<file path="config.mk">
export PLATFORM = sky130hd
export DESIGN_NAME = eabv_queue
export DESIGN_NICKNAME = d
export VERILOG_FILES = /design/src/eabv_pkg.sv /design/src/eabv_queue.sv
export SDC_FILE = /design/constraint.sdc
export NUM_CORES = 1
export LEC_CHECK = 0
export BUFFER_PORTS_ARGS = -buffer_cell sky130_fd_sc_hd__buf_2
export CAP_MARGIN = 10
export CORE_ASPECT_RATIO = 0.8
export CORE_UTILIZATION = 56
export DETAILED_ROUTE_END_ITERATION = 12
export GPL_TIMING_DRIVEN = 0
export PLACE_DENSITY = 0.86
export SLEW_MARGIN = 10
export SYNTH_ARGS = -nofsm -noshare
export SYNTH_HDL_FRONTEND = slang
export SYNTH_SLANG_ARGS = --single-unit
export TNS_END_PERCENT = 20
</file>
<file path="constraint.sdc">
create_clock -name clock -period 17.4 [get_ports clock]
set_clock_uncertainty 0.15 [all_clocks]
set_input_delay 3.48 -clock clock [delete_from_list [all_inputs] [get_ports clock]]
set_output_delay 3.48 -clock clock [all_outputs]
set_load 0.005 [all_outputs]
</file>
<file path="src/eabv_pkg.sv">
// Shared types, constants and helpers for the Euler-angle to basis-vector block.
// No dependencies; imported by every module of the block.
package eabv_pkg;

   localparam int ANGLE_BITS = 16;
   localparam int FRAC_BITS  = 14;
   localparam int OUT_W      = FRAC_BITS + 2;
   localparam int OFS_W      = ANGLE_BITS - 1;
   localparam int PROD_W     = 2 * OUT_W + 1;
   localparam int NUM_TERMS  = 7;
   localparam int FRAC_SHIFT = 30 - FRAC_BITS;

   localparam logic [31:0] ONE30       = 32'd1 << 30;
   localparam logic [31:0] HALF_PI_Q30 = 32'd1686629713;
   localparam logic [32:0] FRAC_HALF   = (FRAC_BITS < 30) ? (33'd1 << (29 - FRAC_BITS)) : 33'd0;
   localparam logic [ANGLE_BITS-1:0] QUARTER_A = ANGLE_BITS'(1) << (ANGLE_BITS - 2);

   localparam logic [31:0] INV_TERMS [NUM_TERMS] = '{
      32'd178956971, 32'd53687091, 32'd25565282, 32'd14913081,
      32'd9761289, 32'd6882960, 32'd5113056
   };

   typedef struct packed {
      logic signed [OUT_W-1:0] sp;
      logic signed [OUT_W-1:0] cp;
      logic signed [OUT_W-1:0] sy;
      logic signed [OUT_W-1:0] cy;
      logic signed [OUT_W-1:0] sr;
      logic signed [OUT_W-1:0] cr;
   } sines_type;

   typedef struct packed {
      logic signed [OUT_W-1:0] fwd_x;
      logic signed [OUT_W-1:0] fwd_y;
      logic signed [OUT_W-1:0] fwd_z;
      logic signed [OUT_W-1:0] rgt_x;
      logic signed [OUT_W-1:0] rgt_y;
      logic signed [OUT_W-1:0] rgt_z;
      logic signed [OUT_W-1:0] up_x;
      logic signed [OUT_W-1:0] up_y;
      logic signed [OUT_W-1:0] up_z;
   } basis_type;

   // Q1.30 multiply with round half up
   function automatic logic [31:0] m30(input logic [31:0] a, input logic [31:0] b);
      logic [63:0] p;
      p = {32'd0, a} * {32'd0, b} + (64'd1 << 29);
      return p[61:30];
   endfunction

endpackage

</file>
<file path="src/eabv_queue.sv">
// Two-beat queue between the sine front end and the combiner.
// Depends on eabv_pkg.
module eabv_queue import eabv_pkg::*; (
   input  logic      clock,
   input  logic      reset,
   input  logic      push,
   input  sines_type push_data,
   output logic      pop,
   output sines_type pop_data,
   output logic      full
);

   sines_type  mem_ff [2];
   logic       wr_ptr_ff, wr_ptr_in;
   logic       rd_ptr_ff, rd_ptr_in;
   logic [1:0] cnt_ff, cnt_in;

   assign pop      = (cnt_ff != 2'd0);
   assign pop_data = mem_ff[rd_ptr_ff];
   assign full     = (cnt_ff == 2'd2);

   always_comb begin
      wr_ptr_in = push ? ~wr_ptr_ff : wr_ptr_ff;
      rd_ptr_in = pop ? ~rd_ptr_ff : rd_ptr_ff;
      cnt_in    = cnt_ff + 2'(push) - 2'(pop);
   end

   always_ff @(posedge clock) begin
      if (reset) begin
         wr_ptr_ff <= 1'b0;
         rd_ptr_ff <= 1'b0;
         cnt_ff    <= 2'd0;
      end else begin
         wr_ptr_ff <= wr_ptr_in;
         rd_ptr_ff <= rd_ptr_in;
         cnt_ff    <= cnt_in;
      end
      if (push) begin
         mem_ff[wr_ptr_ff] <= push_data;
      end
   end

endmodule

</file>
==> summary.txt <==
Worst setup path
  – Critical Path Most Common Cell: buf_2
  – Crit start category: register
  – CP max stage cell: mux2_2
  – Crit Path Max Fanout: 10
  – Reg-to-Reg End: mem_ff[1][73]
  – Reg2Reg Depth: 2
  – Crit Path Class: reg -> out
  – Worst Path Arrival: 1.65 ns
  – CP max stage delay: 0.37 ns
  – Critical path, cell by cell: buf_6 > buf_2 > mux2_2 > buf_2
  – Crit end category: output pin
  – CP required: 13.77 ns
  – Reg2Reg Launch Point: wr_ptr_ff
  – R2r setup slk: roughly 16 ns

Place
  – DP Worst Slack: 12.31 ns
  – Final GP Congestion: 0.698
  – Input/output buffers: 196
  – DP Wirelength: 8870 um

Global routing
  – Antenna violations before repair: 0
  – Pin count of the biggest net entering global routing: 53
  – All-Layer GR Usage: 0.199
  – First-pass GRT wire length: slightly below 20000 um
  – Vias in the first global route: 3908
  – Total grt overflow: 0

Floorplan
  – Starting density of the core: 0.572
  – CORE AREA: 12800 um^2
  – # rows: 37
  – Io pins: approximately 200
  – Die Span Y: 104 um
  – Die W: between 100 and 150 um
  – DIE AREA: between 10000 and 15000 um^2

Clock network
  – Post-CTS Resized: 0
  – CTS H-tree depth: 4
  – Clk root buf: clkbuf_16
  – Total CTS buffers: 17
  – CTS tree: yes
  – CTS Hold Bufs: 0
  – Clock Path Buffers: 2
  – CTS clk-pin slew, worst paths: 0.06 ns
  – Clock Sinks: 197
  – Postcts setup bufs: 0
  – Clk_lat worst skew: approximately 0.42 ns

STA
  – Final hold vios: 0
  – Final setup violation count: 0
  – Final min period: roughly 5.3 ns
  – Tcrit/Tclk final: 0.304
  – Pins Over Slew Limit: 0
  – Least-Margin Pin Slew: 0.655 ns
  – Setup WS post-layout: 12.12 ns
  – RSZ-0062 raised after global routing: no
  – Slew headroom: 0.564
  – Fin Setup TNS: 0 ns
  – FMAX: 189 MHz

Cells and area
  – # fillers: between 700 and 800
  – Area growth syn-to-layout: 25.6%
  – Share of layout cells above drive strength 1: 0.616
  – Util after Layout: 0.719
  – Diode count: 0
  – Final net count: 639

Drt
  – DRC Markers: 0
  – Drt via density: 5.10
  – Total length of routed wires: roughly 13000 um
  – Iter 0 DRT Violations: approximately 230
  – WL per Instance: 18.0 um
  – Drt pass-1 iters: 4
  – Via count: 3696
  – ANT nets after route: 0

Min path
  – Hold Path Sink: cnt_ff[1]
  – Worst Hold Class: reg -> reg
  – Hold Startpoint: cnt_ff[0]
  – Worst Hold Path Cells: 2

Yosys
  – Ys flop type: edfxtp_1
  – Register bit total from synthesis: 197
  – Asr flop ratio synth: 0
  – Register area share after synthesis: 0.800
  – Ranking of synthesized cells by area: edfxtp_1 (79%), mux2_2 (8.6%), mux2_4 (8.2%)
  – Synth unique cells: 19
  – Syn. warnings: 0
  – Most frequent cell after synthesis: edfxtp_1
  – Syn Area/Cell: ~23 um^2
  – Number of enable flip-flop cells after synthesis: 192
  – Synthesized instance count: 320
  – Post-synth top cells: edfxtp_1 (192), mux2_2 (56), mux2_4 (40)
  – Yosys top cell by area: edfxtp_1
  – Synth top area share: 0.786
  – Syn nets: 420
  – Mapped cell area: 7340 um^2

Run
  – Maxcap violations: 0

Power
  – LEAKAGE: 3.57 nW
  – Total power: 1.04 mW
  – Maximum vdd ir drop: 0.0840 mV
  – PwrDens: 113 nW/um^2

Run status
  – Status: finished, final reports clean
through the flow:
stage	hold WS, ns	instances	instance area [um^2]
after global routing	0.451	725	9220
after CTS	0.421	725	9220
final	0.423	725	9220
after floorplan	0.346	320	7340
after detailed placement	0.409	695	8630
after global placement	0.362	691	8540
worst max path at each step:
stage               startpoint            end  slack [ns]
floorplan                 push   mem_ff[0][0]        9.03
global placement          push  mem_ff[0][67]        6.91
detailed placement        push  mem_ff[1][67]       12.31
CTS                   register   pop_data[52]       12.07
global route          register   pop_data[54]       12.02
finish                register   pop_data[50]       12.12
report_power, final:
part	internal (mW)	switching [mW]
combinational	0.0536	0.0456
clock	0.224	0.161
sequential	0.553	0.00712
cell families after synthesis:
family	Yosys count	synth area share
buf+inv	11	0.0179
compound gates	3	0.00307
fa+ha+maj	1	0.00171
simple gates	11	0.00870
flops	197	0.800
mux	96	0.168
xor+xnor	1	0.00119
cell usage in the layout (no fill, tap or decap), types with 2 or more instances in the layout:
cell / n
clkbuf_16: 17
clkinv_4: 2
clkinv_1: 2
inv_6: 3
buf_2: 201
mux2_2: 56
edfxtp_1: 192
nor3_1: 3
clkinv_2: 3
mux2_4: 40
dfxtp_1: 5
nor2b_1: 3
buf_12: 7
bufinv_16: 3
sequential cells by signal (all words and copies together), names as in the netlist, named ones only:
register,count
cnt_ff,2
rd_ptr_ff,1
mem_ff,192
wr_ptr_ff,1
routing by layer:
layer / track usage / routed length (um) / up-vias
met1: 0.221 / 5190 / 1820
met5: 0 / 0 / -
met2: 0.325 / 6510 / 157
met3: 0.0983 / 1220 / 14
li1: - / - / 1705
met4: 0.0822 / 126 / 0
final cells by class:
cell class,instances,area [um^2],area share
sequential,197,5870,0.637
multi-input combinational,112,1350,0.146
timing repair buffer,200,1070,0.116
clock buffer,17,425,0.0462
tap,175,219,0.0238
clock inverter,13,156,0.0170
buffer,11,131,0.0143
critical path: cells and delay by family, from the launching register on:
kind     cells  cell delay, ns
buf+inv      3            0.53
flops        1            0.32
mux          1            0.37
Note: power is estimated with default switching activity, not from simulation.
